**config.mk**
```make
export PLATFORM = sky130hd
export DESIGN_NAME = beeper_channel_with_slew_top_flat
export DESIGN_NICKNAME = d
export VERILOG_FILES = /design/src/design/bcs_pkg.sv /design/src/design/bcs_chan_if.sv /design/src/design/bcs_datapath.sv /design/src/design/bcs_controller.sv /design/src/design/beeper_channel_with_slew_top.sv /design/src/flat_wrapper.sv
export SDC_FILE = /design/constraint.sdc
export NUM_CORES = 1
export LEC_CHECK = 0
export ABC_CLOCK_PERIOD_IN_PS = 6400
export BUFFER_PORTS_ARGS = -buffer_cell sky130_fd_sc_hd__buf_2
export CORE_MARGIN = 2
export CORE_UTILIZATION = 60
export DETAILED_ROUTE_END_ITERATION = 8
export PLACE_DENSITY = 0.79
export SLEW_MARGIN = 20
export SYNTH_ARGS = -nofsm -noshare
export SYNTH_HDL_FRONTEND = slang
export SYNTH_SLANG_ARGS = --single-unit
```
**constraint.sdc**
```tcl
create_clock -name clock -period 6.4 [get_ports clock]
set_input_delay 0.64 -clock clock [delete_from_list [all_inputs] [get_ports clock]]
set_output_delay 0.64 -clock clock [all_outputs]
set_load 0.02 [all_outputs]
```
**src/design/bcs_pkg.sv**
```systemverilog
package bcs_pkg;

   // Field widths of the channel.
   localparam int NS_W  = 16;
   localparam int AMP_W = 8;
   localparam int HPC_W = 18;
   localparam int TOG_W = 32;

   // Item kinds.
   localparam logic KIND_ADVANCE = 1'b0;
   localparam logic KIND_LEVEL   = 1'b1;

   // Register indexes of the configuration port.
   localparam logic REG_PERIOD_HIGH = 1'b0;
   localparam logic REG_PERIOD_LOW  = 1'b1;

   typedef struct packed {
      logic            kind;
      logic [NS_W-1:0] elapsed_ns;
      logic            new_level;
   } req_payload_type;

   typedef struct packed {
      logic [AMP_W-1:0] sound_level;
      logic             bit_level;
      logic [TOG_W-1:0] toggles;
   } rsp_payload_type;

   typedef struct packed {
      logic            reg_index;
      logic [NS_W-1:0] wdata;
   } csr_payload_type;

   // Controller states.
   typedef enum logic [2:0] {
      ST_IDLE,
      ST_MUL,
      ST_CORR,
      ST_APPLY,
      ST_TOGGLE,
      ST_FINISH
   } state_type;

   // Commands from the controller to the datapath.
   typedef struct packed {
      logic load_item;
      logic mul_stage;
      logic corr_stage;
      logic apply;
      logic toggle;
      logic load_out;
   } cmd_type;

   // Status from the datapath to the controller.
   typedef struct packed {
      logic is_level;
      logic ns_zero;
      logic wave_on;
      logic hpc_low;
   } status_type;

endpackage

```
**src/design/bcs_chan_if.sv**
```systemverilog
interface bcs_chan_if #(
   parameter type payload_type = logic
);
   logic        valid;
   logic        ready;
   payload_type payload;

   modport source (output valid, output payload, input ready);
   modport sink (input valid, input payload, output ready);
endinterface

```
**src/design/bcs_datapath.sv**
```systemverilog
module bcs_datapath #(
   parameter int NS_PER_STEP = 88
) (
   input  logic                     clock,
   input  logic                     reset,
   input  bcs_pkg::req_payload_type req_payload,
   input  logic                     csr_we,
   input  bcs_pkg::csr_payload_type csr_payload,
   input  bcs_pkg::cmd_type         cmd,
   output bcs_pkg::status_type      status,
   output bcs_pkg::rsp_payload_type rsp_payload
);

   localparam int NS_W        = bcs_pkg::NS_W;
   localparam int AMP_W       = bcs_pkg::AMP_W;
   localparam int HPC_W       = bcs_pkg::HPC_W;
   localparam int TOG_W       = bcs_pkg::TOG_W;
   localparam int STEP_W      = $clog2(NS_PER_STEP + 1);
   localparam int RECIP_SHIFT = 26;
   localparam int RPROD_W     = NS_W + RECIP_SHIFT + 1;
   localparam int BPROD_W     = NS_W + STEP_W;
   localparam longint unsigned RECIP_VAL = (64'd1 << RECIP_SHIFT) / NS_PER_STEP;
   localparam logic [RECIP_SHIFT:0] RECIP = (RECIP_SHIFT + 1)'(RECIP_VAL);
   localparam logic [STEP_W-1:0]    STEP  = STEP_W'(NS_PER_STEP);
   localparam logic [AMP_W-1:0]     AMP_MAX = '1;

   logic [NS_W-1:0]         period_high_ff, period_high_in;
   logic [NS_W-1:0]         period_low_ff, period_low_in;
   logic [AMP_W-1:0]        amp_ff, amp_in;
   logic                    bit_ff, bit_in;
   logic signed [HPC_W-1:0] hpc_ff, hpc_in;
   logic [TOG_W-1:0]        tog_ff, tog_in;
   logic [NS_W-1:0]         div_ns_ff, div_ns_in;
   logic [NS_W-1:0]         quot_ff, quot_in;
   logic [BPROD_W-1:0]      back_ff, back_in;
   bcs_pkg::rsp_payload_type rsp_ff, rsp_in;

   logic [RPROD_W-1:0]      recip_prod;
   logic [BPROD_W-1:0]      remainder;
   logic [NS_W:0]           quot_fix;
   logic [NS_W:0]           amp_up;
   logic [AMP_W-1:0]        amp_slewed;
   logic                    new_bit;
   logic [NS_W-1:0]         part;
   logic signed [HPC_W-1:0] hpc_sum;
   logic signed [HPC_W-1:0] hpc_neg;
   logic signed [HPC_W-1:0] hpc_elapsed;

   // Quotient estimate by reciprocal multiply; it is low by at most one.
   always_comb begin
      recip_prod = RPROD_W'(div_ns_ff) * RPROD_W'(RECIP);
      quot_in    = cmd.mul_stage ? recip_prod[RECIP_SHIFT +: NS_W] : quot_ff;
      back_in    = cmd.corr_stage ? BPROD_W'(quot_ff) * BPROD_W'(STEP) : back_ff;
   end

   // Correct the quotient and move the amplitude toward the bit level.
   always_comb begin
      remainder = BPROD_W'(div_ns_ff) - back_ff;
      quot_fix  = (NS_W + 1)'(quot_ff) + (NS_W + 1)'(remainder >= BPROD_W'(STEP));
      amp_up    = (NS_W + 1)'(amp_ff) + quot_fix;
      if (bit_ff) begin
         amp_slewed = (amp_up > (NS_W + 1)'(AMP_MAX)) ? AMP_MAX : amp_up[AMP_W-1:0];
      end else begin
         amp_slewed = (quot_fix > (NS_W + 1)'(amp_ff)) ? '0 : amp_ff - quot_fix[AMP_W-1:0];
      end
   end

   // Half-period bookkeeping for one toggle.
   always_comb begin
      new_bit     = ~bit_ff;
      part        = new_bit ? period_high_ff : period_low_ff;
      hpc_sum     = hpc_ff + $signed(HPC_W'(part));
      hpc_neg     = -hpc_ff;
      hpc_elapsed = hpc_ff - $signed(HPC_W'(req_payload.elapsed_ns));
   end

   // Next values of the state registers.
   always_comb begin
      period_high_in = period_high_ff;
      period_low_in  = period_low_ff;
      amp_in         = amp_ff;
      bit_in         = bit_ff;
      hpc_in         = hpc_ff;
      tog_in         = tog_ff;
      div_ns_in      = div_ns_ff;
      rsp_in         = rsp_ff;
      if (csr_we) begin
         if (csr_payload.reg_index == bcs_pkg::REG_PERIOD_HIGH) begin
            period_high_in = csr_payload.wdata;
         end else begin
            period_low_in = csr_payload.wdata;
         end
      end
      if (cmd.load_item) begin
         if (req_payload.kind == bcs_pkg::KIND_LEVEL) begin
            bit_in = req_payload.new_level;
         end else begin
            div_ns_in = req_payload.elapsed_ns;
            if (status.wave_on) begin
               hpc_in = hpc_elapsed;
            end
         end
      end
      if (cmd.apply) begin
         amp_in = amp_slewed;
      end
      if (cmd.toggle) begin
         bit_in    = new_bit;
         tog_in    = tog_ff + TOG_W'(1);
         hpc_in    = hpc_sum;
         // Only the part of the half-period inside the interval slews.
         div_ns_in = (hpc_sum > 0) ? hpc_neg[NS_W-1:0] : part;
      end
      if (cmd.load_out) begin
         rsp_in.sound_level = amp_ff;
         rsp_in.bit_level   = bit_ff;
         rsp_in.toggles     = tog_ff;
      end
   end

   // Control state and configuration.
   always_ff @(posedge clock) begin
      if (reset) begin
         period_high_ff <= '0;
         period_low_ff  <= '0;
         amp_ff         <= '0;
         bit_ff         <= 1'b0;
         hpc_ff         <= '0;
         tog_ff         <= '0;
      end else begin
         period_high_ff <= period_high_in;
         period_low_ff  <= period_low_in;
         amp_ff         <= amp_in;
         bit_ff         <= bit_in;
         hpc_ff         <= hpc_in;
         tog_ff         <= tog_in;
      end
   end

   // Working and result registers.
   always_ff @(posedge clock) begin
      div_ns_ff <= div_ns_in;
      quot_ff   <= quot_in;
      back_ff   <= back_in;
      rsp_ff    <= rsp_in;
   end

   // Status toward the controller.
   always_comb begin
      status.is_level = (req_payload.kind == bcs_pkg::KIND_LEVEL);
      status.ns_zero  = (req_payload.elapsed_ns == '0);
      status.wave_on  = (period_high_ff != '0) && (period_low_ff != '0);
      status.hpc_low  = hpc_ff[HPC_W-1] || (hpc_ff == '0);
   end

   assign rsp_payload = rsp_ff;

   // A toggle is only issued while the wave runs and the half-period has run out.
   assert property (@(posedge clock) disable iff (reset)
      cmd.toggle |-> (status.wave_on && status.hpc_low))
      else $error("toggle issued with time left in the half-period");

   // Each toggle flips the bit and counts once.
   assert property (@(posedge clock) disable iff (reset)
      cmd.toggle |=> (bit_ff != $past(bit_ff)) && (tog_ff == $past(tog_ff) + TOG_W'(1)))
      else $error("toggle did not flip the bit or count");

   // The corrected quotient is never more than one above the estimate.
   assert property (@(posedge clock) disable iff (reset)
      cmd.apply |-> (remainder < BPROD_W'(2 * NS_PER_STEP)))
      else $error("reciprocal quotient estimate out of range");

endmodule

```
**src/design/bcs_controller.sv**
```systemverilog
module bcs_controller (
   input  logic                clock,
   input  logic                reset,
   input  logic                req_valid,
   output logic                req_ready,
   output logic                rsp_valid,
   input  logic                rsp_ready,
   input  bcs_pkg::status_type status,
   output bcs_pkg::cmd_type    cmd
);

   bcs_pkg::state_type state_ff, state_in;
   logic               rsp_valid_ff, rsp_valid_in;
   logic               slot_free;

   assign slot_free = !rsp_valid_ff || rsp_ready;

   // Next state.
   always_comb begin
      state_in = state_ff;
      unique case (state_ff)
         bcs_pkg::ST_IDLE: begin
            if (req_valid) begin
               if (status.is_level || status.ns_zero) begin
                  state_in = bcs_pkg::ST_FINISH;
               end else begin
                  state_in = bcs_pkg::ST_MUL;
               end
            end
         end
         bcs_pkg::ST_MUL: begin
            state_in = bcs_pkg::ST_CORR;
         end
         bcs_pkg::ST_CORR: begin
            state_in = bcs_pkg::ST_APPLY;
         end
         bcs_pkg::ST_APPLY: begin
            if (status.wave_on && status.hpc_low) begin
               state_in = bcs_pkg::ST_TOGGLE;
            end else begin
               state_in = bcs_pkg::ST_FINISH;
            end
         end
         bcs_pkg::ST_TOGGLE: begin
            state_in = bcs_pkg::ST_MUL;
         end
         bcs_pkg::ST_FINISH: begin
            if (slot_free) begin
               state_in = bcs_pkg::ST_IDLE;
            end
         end
         default: begin
            state_in = bcs_pkg::ST_IDLE;
         end
      endcase
   end

   // Commands and handshake outputs.
   always_comb begin
      cmd            = '0;
      req_ready      = 1'b0;
      unique case (state_ff)
         bcs_pkg::ST_IDLE: begin
            req_ready     = 1'b1;
            cmd.load_item = req_valid;
         end
         bcs_pkg::ST_MUL: begin
            cmd.mul_stage = 1'b1;
         end
         bcs_pkg::ST_CORR: begin
            cmd.corr_stage = 1'b1;
         end
         bcs_pkg::ST_APPLY: begin
            cmd.apply = 1'b1;
         end
         bcs_pkg::ST_TOGGLE: begin
            cmd.toggle = 1'b1;
         end
         bcs_pkg::ST_FINISH: begin
            cmd.load_out = slot_free;
         end
         default: begin
            cmd = '0;
         end
      endcase
   end

   // The output register holds a result until it is taken.
   always_comb begin
      if (cmd.load_out) begin
         rsp_valid_in = 1'b1;
      end else if (rsp_ready) begin
         rsp_valid_in = 1'b0;
      end else begin
         rsp_valid_in = rsp_valid_ff;
      end
   end

   always_ff @(posedge clock) begin
      if (reset) begin
         state_ff     <= bcs_pkg::ST_IDLE;
         rsp_valid_ff <= 1'b0;
      end else begin
         state_ff     <= state_in;
         rsp_valid_ff <= rsp_valid_in;
      end
   end

   assign rsp_valid = rsp_valid_ff;

   // A level write or an empty advance goes straight to the result.
   assert property (@(posedge clock) disable iff (reset)
      (state_ff == bcs_pkg::ST_IDLE && req_valid && (status.is_level || status.ns_zero))
      |=> state_ff == bcs_pkg::ST_FINISH)
      else $error("short transaction did not go to finish");

   // A finished result is not dropped while the output is still held.
   assert property (@(posedge clock) disable iff (reset)
      (state_ff == bcs_pkg::ST_FINISH && rsp_valid_ff && !rsp_ready)
      |=> state_ff == bcs_pkg::ST_FINISH)
      else $error("result overwrote a pending transaction");

   // Every slew step comes after the correction multiply.
   assert property (@(posedge clock) disable iff (reset)
      (state_ff == bcs_pkg::ST_APPLY) |-> $past(state_ff) == bcs_pkg::ST_CORR)
      else $error("slew applied without a quotient");

endmodule

```
**src/design/beeper_channel_with_slew_top.sv**
```systemverilog
// Channel   Direction  Payload                                  Handshake
// req_if    in         kind, elapsed_ns, new_level              valid/ready
// rsp_if    out        sound_level, bit_level, toggles          valid/ready
// csr_if    in         reg_index (0 high, 1 low period), wdata  valid/ready, always ready
//
// A level write or a zero-length advance goes straight from idle to the finish state.
// An advance passes the slew divider (a reciprocal multiply and a correction multiply)
// and the slew step, and again for each wave toggle inside the interval. A new request is
// taken only in idle, once the result is loaded into the output register.
// Reset is synchronous and clears the level, the bit, the counters and both periods.
// A stalled result waits in the output register while the next transaction is taken.
module beeper_channel_with_slew_top #(
   parameter int NS_PER_STEP = 88
) (
   input logic        clock,
   input logic        reset,
   bcs_chan_if.sink   req_if,
   bcs_chan_if.source rsp_if,
   bcs_chan_if.sink   csr_if
);

   bcs_pkg::cmd_type    cmd;
   bcs_pkg::status_type status;
   logic                csr_we;

   // Configuration writes are taken in any cycle.
   assign csr_if.ready = 1'b1;
   assign csr_we       = csr_if.valid;

   bcs_controller u_controller (
      .clock     (clock),
      .reset     (reset),
      .req_valid (req_if.valid),
      .req_ready (req_if.ready),
      .rsp_valid (rsp_if.valid),
      .rsp_ready (rsp_if.ready),
      .status    (status),
      .cmd       (cmd)
   );

   bcs_datapath #(
      .NS_PER_STEP (NS_PER_STEP)
   ) u_datapath (
      .clock       (clock),
      .reset       (reset),
      .req_payload (req_if.payload),
      .csr_we      (csr_we),
      .csr_payload (csr_if.payload),
      .cmd         (cmd),
      .status      (status),
      .rsp_payload (rsp_if.payload)
   );

endmodule

```
**src/flat_wrapper.sv**
```systemverilog
// flat-port wrapper written by rule: the top's interface ports become plain ports
module beeper_channel_with_slew_top_flat 
#(
   parameter int NS_PER_STEP = 88
)
  (clock, reset, req_if_valid, req_if_payload, req_if_ready, rsp_if_valid, rsp_if_payload, rsp_if_ready, csr_if_valid, csr_if_payload, csr_if_ready);
  bcs_chan_if #(.payload_type(bcs_pkg::req_payload_type)) req_if_i ();
  bcs_chan_if #(.payload_type(bcs_pkg::rsp_payload_type)) rsp_if_i ();
  bcs_chan_if #(.payload_type(bcs_pkg::csr_payload_type)) csr_if_i ();
  input logic clock;
  input logic reset;
  input wire logic [$bits(req_if_i.valid)-1:0] req_if_valid;
  input wire logic [$bits(req_if_i.payload)-1:0] req_if_payload;
  output wire logic [$bits(req_if_i.ready)-1:0] req_if_ready;
  output wire logic [$bits(rsp_if_i.valid)-1:0] rsp_if_valid;
  output wire logic [$bits(rsp_if_i.payload)-1:0] rsp_if_payload;
  input wire logic [$bits(rsp_if_i.ready)-1:0] rsp_if_ready;
  input wire logic [$bits(csr_if_i.valid)-1:0] csr_if_valid;
  input wire logic [$bits(csr_if_i.payload)-1:0] csr_if_payload;
  output wire logic [$bits(csr_if_i.ready)-1:0] csr_if_ready;
  assign req_if_i.valid = req_if_valid;
  assign req_if_i.payload = req_if_payload;
  assign req_if_ready = req_if_i.ready;
  assign rsp_if_valid = rsp_if_i.valid;
  assign rsp_if_payload = rsp_if_i.payload;
  assign rsp_if_i.ready = rsp_if_ready;
  assign csr_if_i.valid = csr_if_valid;
  assign csr_if_i.payload = csr_if_payload;
  assign csr_if_ready = csr_if_i.ready;
  beeper_channel_with_slew_top #(.NS_PER_STEP(NS_PER_STEP)) u_core (.clock(clock), .reset(reset), .req_if(req_if_i), .rsp_if(rsp_if_i), .csr_if(csr_if_i));
endmodule
```
==> results.py <==
metrics = {
    "finish": {
        "nNetsFinal": 2072,
        "multi_input_area_mm2": 0.00992,
        "drive_gt1_frac": 0.0893,
        "register_area_mm2": 0.00433,
        "synthToLayoutAreaGrowth_pct": 9.36,
        "fillerInstances": 2012,
    },
    "drt": {
        "drc": 0,
        "drt_wl_total_mm": 38.9,
        "avgRoutedWirePerCell_um": 18.8,
        "first_pass_iters": 6,
        "viasPerCell": 5.93,
        "vias": 12300,
        "drt_iter0_drc": 1020,
        "antenna_left": 0,
    },
    "critical_path": {
        "r2r_end": "u_core.u_datapath.quot_ff[9]$_DFFE_PP_",
        "endpoint_kind": "register",
        "r2r_slack_ns": 0.35,
        "startpoint_type": "register",
        "slowest_delay_ns": 0.59,
        "cp.arrival_ns": 6.23,
        "path_max_fanout": 7,
        "reg2reg_depth": 20,
        "crit_required_ns": 6.59,
        "crit_path_frequent_cell": "fa_1",
        "crit_type": "reg -> reg",
        "cp_cell_sequence": "fa_1 > ha_1 > inv_1 > fa_1 > inv_1 > fa_1 > inv_1 > fa_1 > inv_1 > fa_1 > ha_1 > a21o_1 > a21oi_1 > o21bai_1 > a211o_1 > o211ai_1 > a21oi_1 > or3_1 > a21oi_1 > xnor2_1",
        "worstReg2RegStart": "u_core.u_datapath.div_ns_ff[11]$_DFFE_PP_",
        "slowest_stage": "fa_1",
    },
    "worst_hold_path": {
        "holdPathStages": 3,
        "hp-class": "in -> reg",
        "hold_end": "u_core.u_datapath.period_high_ff[2]$_SDFFE_PP0P_",
        "worstHoldStart": "csr_if_payload[2]",
    },
    "pwr": {
        "fin_total_pwr_mw": 9.13,
        "switching_share": 0.472,
        "pwr-share-clk": 0.123,
        "intPower_mw": 4.82,
        "p_sw_mw": 4.31,
        "pwr-share-seq": 0.179,
        "powerDensity_mw_per_mm2": 546,
        "comb_power_share": 0.698,
        "ir_drop_uv": 536,
        "p_leak_nw": 7.74,
    },
    "yosys": {
        "synthDistinctLibCells": 70,
        "synth_area_mm2": 0.0153,
        "yosysTopAreaCellShare": 0.177,
        "synth_top_area_cell": "ha_1",
        "synth_common_cells": "238 x inv_1, 216 x ha_1, 158 x nand2_1",
        "syn_inst": 1654,
        "synth_warnings": 0,
        "syn-num-nets": 2004,
        "synth_sequential_area_ratio": 0.283,
        "synth_edf_count": 81,
        "synth.most_common_cell": "inv_1",
        "async_reset_ff_frac": 0,
        "synth_area_per_cell_um2": 9.25,
        "ys_ff_latch": 176,
        "synth.area.top_cells": "ha_1 18%, edfxtp_1 16%, dfxtp_1 12%, fa_1 12%, inv_1 5.8%",
        "dominantRegCellSynth": "dfxtp_1",
    },
    "placement": {
        "dp_hpwl_mm": 30.1,
        "finalWeightedCongestion": 0.970,
        "dp_slack_ns": 0.337,
        "portBuffers": 82,
    },
    "global_routing": {
        "grt_pass1_wl_mm": 62.7,
        "track_usage": 0.299,
        "grt_max_degree": 96,
        "overflow": 0,
        "grt_pass1_vias": 12300,
        "antenna_found_initial": 3,
    },
    "sta": {
        "worst_pin_slew_ns": 1.06,
        "finalSetupViolations": 0,
        "fin_tns_setup_ns": 0,
        "fin_skew_ns": 0.0155,
        "layout_setup_ws_ns": 0.355,
        "hold_viol": 0,
        "slew_headroom": 0.294,
        "period_share": 0.945,
        "maxSlewViolCount": 0,
        "max_freq_mhz": 165,
        "grt_setup_unrepaired": "no",
        "min_period_ns": 6.05,
    },
    "cts": {
        "numCtsBuffers": 17,
        "cts_tree": "built",
        "hold_buffers": 0,
        "path_clk_slew_ns": 0.08,
        "htreeDepth": 4,
        "ctsLongestPathBuffers": 2,
        "post_cts_buffers": 0,
        "cts.sinks": 176,
        "root_buffer": "clkbuf_16",
        "clock_latency_ns": 0.45,
    },
    "floorplan": {
        "core_area_mm2": 0.0251,
        "initial_utilization": 0.609,
        "die_w_um": 164,
        "rows": 58,
        "io_pins": 84,
        "design.die.area_mm2": 0.0268,
        "die_h_um": 164,
    },
    "status": {
        "status": "complete, no violations",
    },
    "job": {
        "maxCapViolCount": 0,
    },
}
==> worst max-delay path by stage <==
stage | endpoint | slack [ns] | start | cells after the start
after floorplan | u_core.u_datapath.quot_ff[9]$_DFFE_PP_ | 0.78 | u_core.u_datapath.div_ns_ff[5]$_DFFE_PP_ | 17
after global placement | u_core.u_datapath.quot_ff[9]$_DFFE_PP_ | 0.49 | u_core.u_datapath.div_ns_ff[11]$_DFFE_PP_ | 20
after detailed placement | u_core.u_datapath.amp_ff[2]$_SDFFE_PP0P_ | 0.34 | u_core.u_datapath.div_ns_ff[3]$_DFFE_PP_ | 24
after CTS | u_core.u_datapath.amp_ff[2]$_SDFFE_PP0P_ | 0.23 | u_core.u_datapath.div_ns_ff[3]$_DFFE_PP_ | 24
after global routing | u_core.u_datapath.amp_ff[5]$_SDFFE_PP0P_ | 0.04 | u_core.u_datapath.div_ns_ff[3]$_DFFE_PP_ | 22
final | u_core.u_datapath.quot_ff[9]$_DFFE_PP_ | 0.35 | u_core.u_datapath.div_ns_ff[11]$_DFFE_PP_ | 20
==> metrics by stage <==
step           hold slack, ns  instance area, um^2  std cells   util
6_report                0.444                16700       2066  0.666
5_1_grt                 0.440                16700       2065  0.666
4_1_cts                 0.436                16700       2064  0.665
3_5_place_dp            0.456                16100       2032  0.639
3_3_place_gp            0.446                16100       2032  0.639
2_1_floorplan           0.406                15300       1654      -
==> cells in the final DEF, fill, tap and decap left out, drive strengths merged, types with 48 or more instances in the layout <==
cell    count
a21oi     108
buf        97
dfxtp      95
edfxtp     81
fa         94
ha        216
inv       246
nand2     158
nor2      104
o21ai      48
xnor2      59
==> routing by layer <==
metal,track usage,share of wire,vias to the layer above
li1,-,-,5835
met3,0.0579,0.063,89
met2,0.496,0.48,428
met4,0.104,0.032,2
met1,0.391,0.43,5896
met5,0,0.00028,-
==> power by group through the flow <==
stage / combinational (mW) / clock [mW] / sequential, mW
after global routing: 7.20 / 1.18 / 1.65
after floorplan: 4.68 / 0 / 1.59
after CTS: 6.35 / 1.13 / 1.63
after global placement: 5.96 / 0 / 1.65
after detailed placement: 6.21 / 0 / 1.65
final: 6.37 / 1.13 / 1.63
==> sequential cells by signal, summed over array words and instances (netlist names) <==
name / flops
u_core.u_controller.rsp_valid: 1
u_core.u_controller.state_ff: 3
u_core.u_datapath.amp_ff: 8
u_core.u_datapath.back_ff: 14
u_core.u_datapath.bit_ff: 1
u_core.u_datapath.div_ns_ff: 16
u_core.u_datapath.hpc_ff: 18
u_core.u_datapath.period_high_ff: 16
u_core.u_datapath.period_low_ff: 16
u_core.u_datapath.quot_ff: 10
u_core.u_datapath.rsp_payload: 41
u_core.u_datapath.tog_ff: 32
==> worst max-delay path: cells and delay by family, from the launching register on <==
kind / cells / cell delay, ns
buf+inv: 4 / 0.27
fa+ha+maj: 7 / 3.22
flops: 1 / 0.56
xor+xnor: 1 / 0.08
simple gates: 1 / 0.39
compound gates: 7 / 1.30
==> layout make-up <==
cell class / instances / area share
Tap cell: 330 / 0.0247
Multi-Input combinational cell: 1192 / 0.593
Timing Repair Buffer: 97 / 0.0320
Clock buffer: 19 / 0.0271
Sequential cell: 176 / 0.259
Clock inverter: 13 / 0.0109
Antenna cell: 1 / 0.000150
Inverter: 238 / 0.0534
==> repair_timing <==
action | CTS | global route
endpoints found under the hold margin | 0 | 0
setup endpoints to repair | 0 | 9
gates resized for setup | 0 | 7
==> cells by family (layout without fill, tap and decap cells) <==
kind of cell	Yosys count	after routing	synth area share
mux	20	20	0.0134
simple gates	441	441	0.135
flops	176	176	0.283
fa+ha+maj	310	310	0.300
buf+inv	286	367	0.0711
other cells	1	2	0.000245
xor+xnor	100	100	0.0573
compound gates	320	320	0.140
Power figures use the tool's default switching activity.
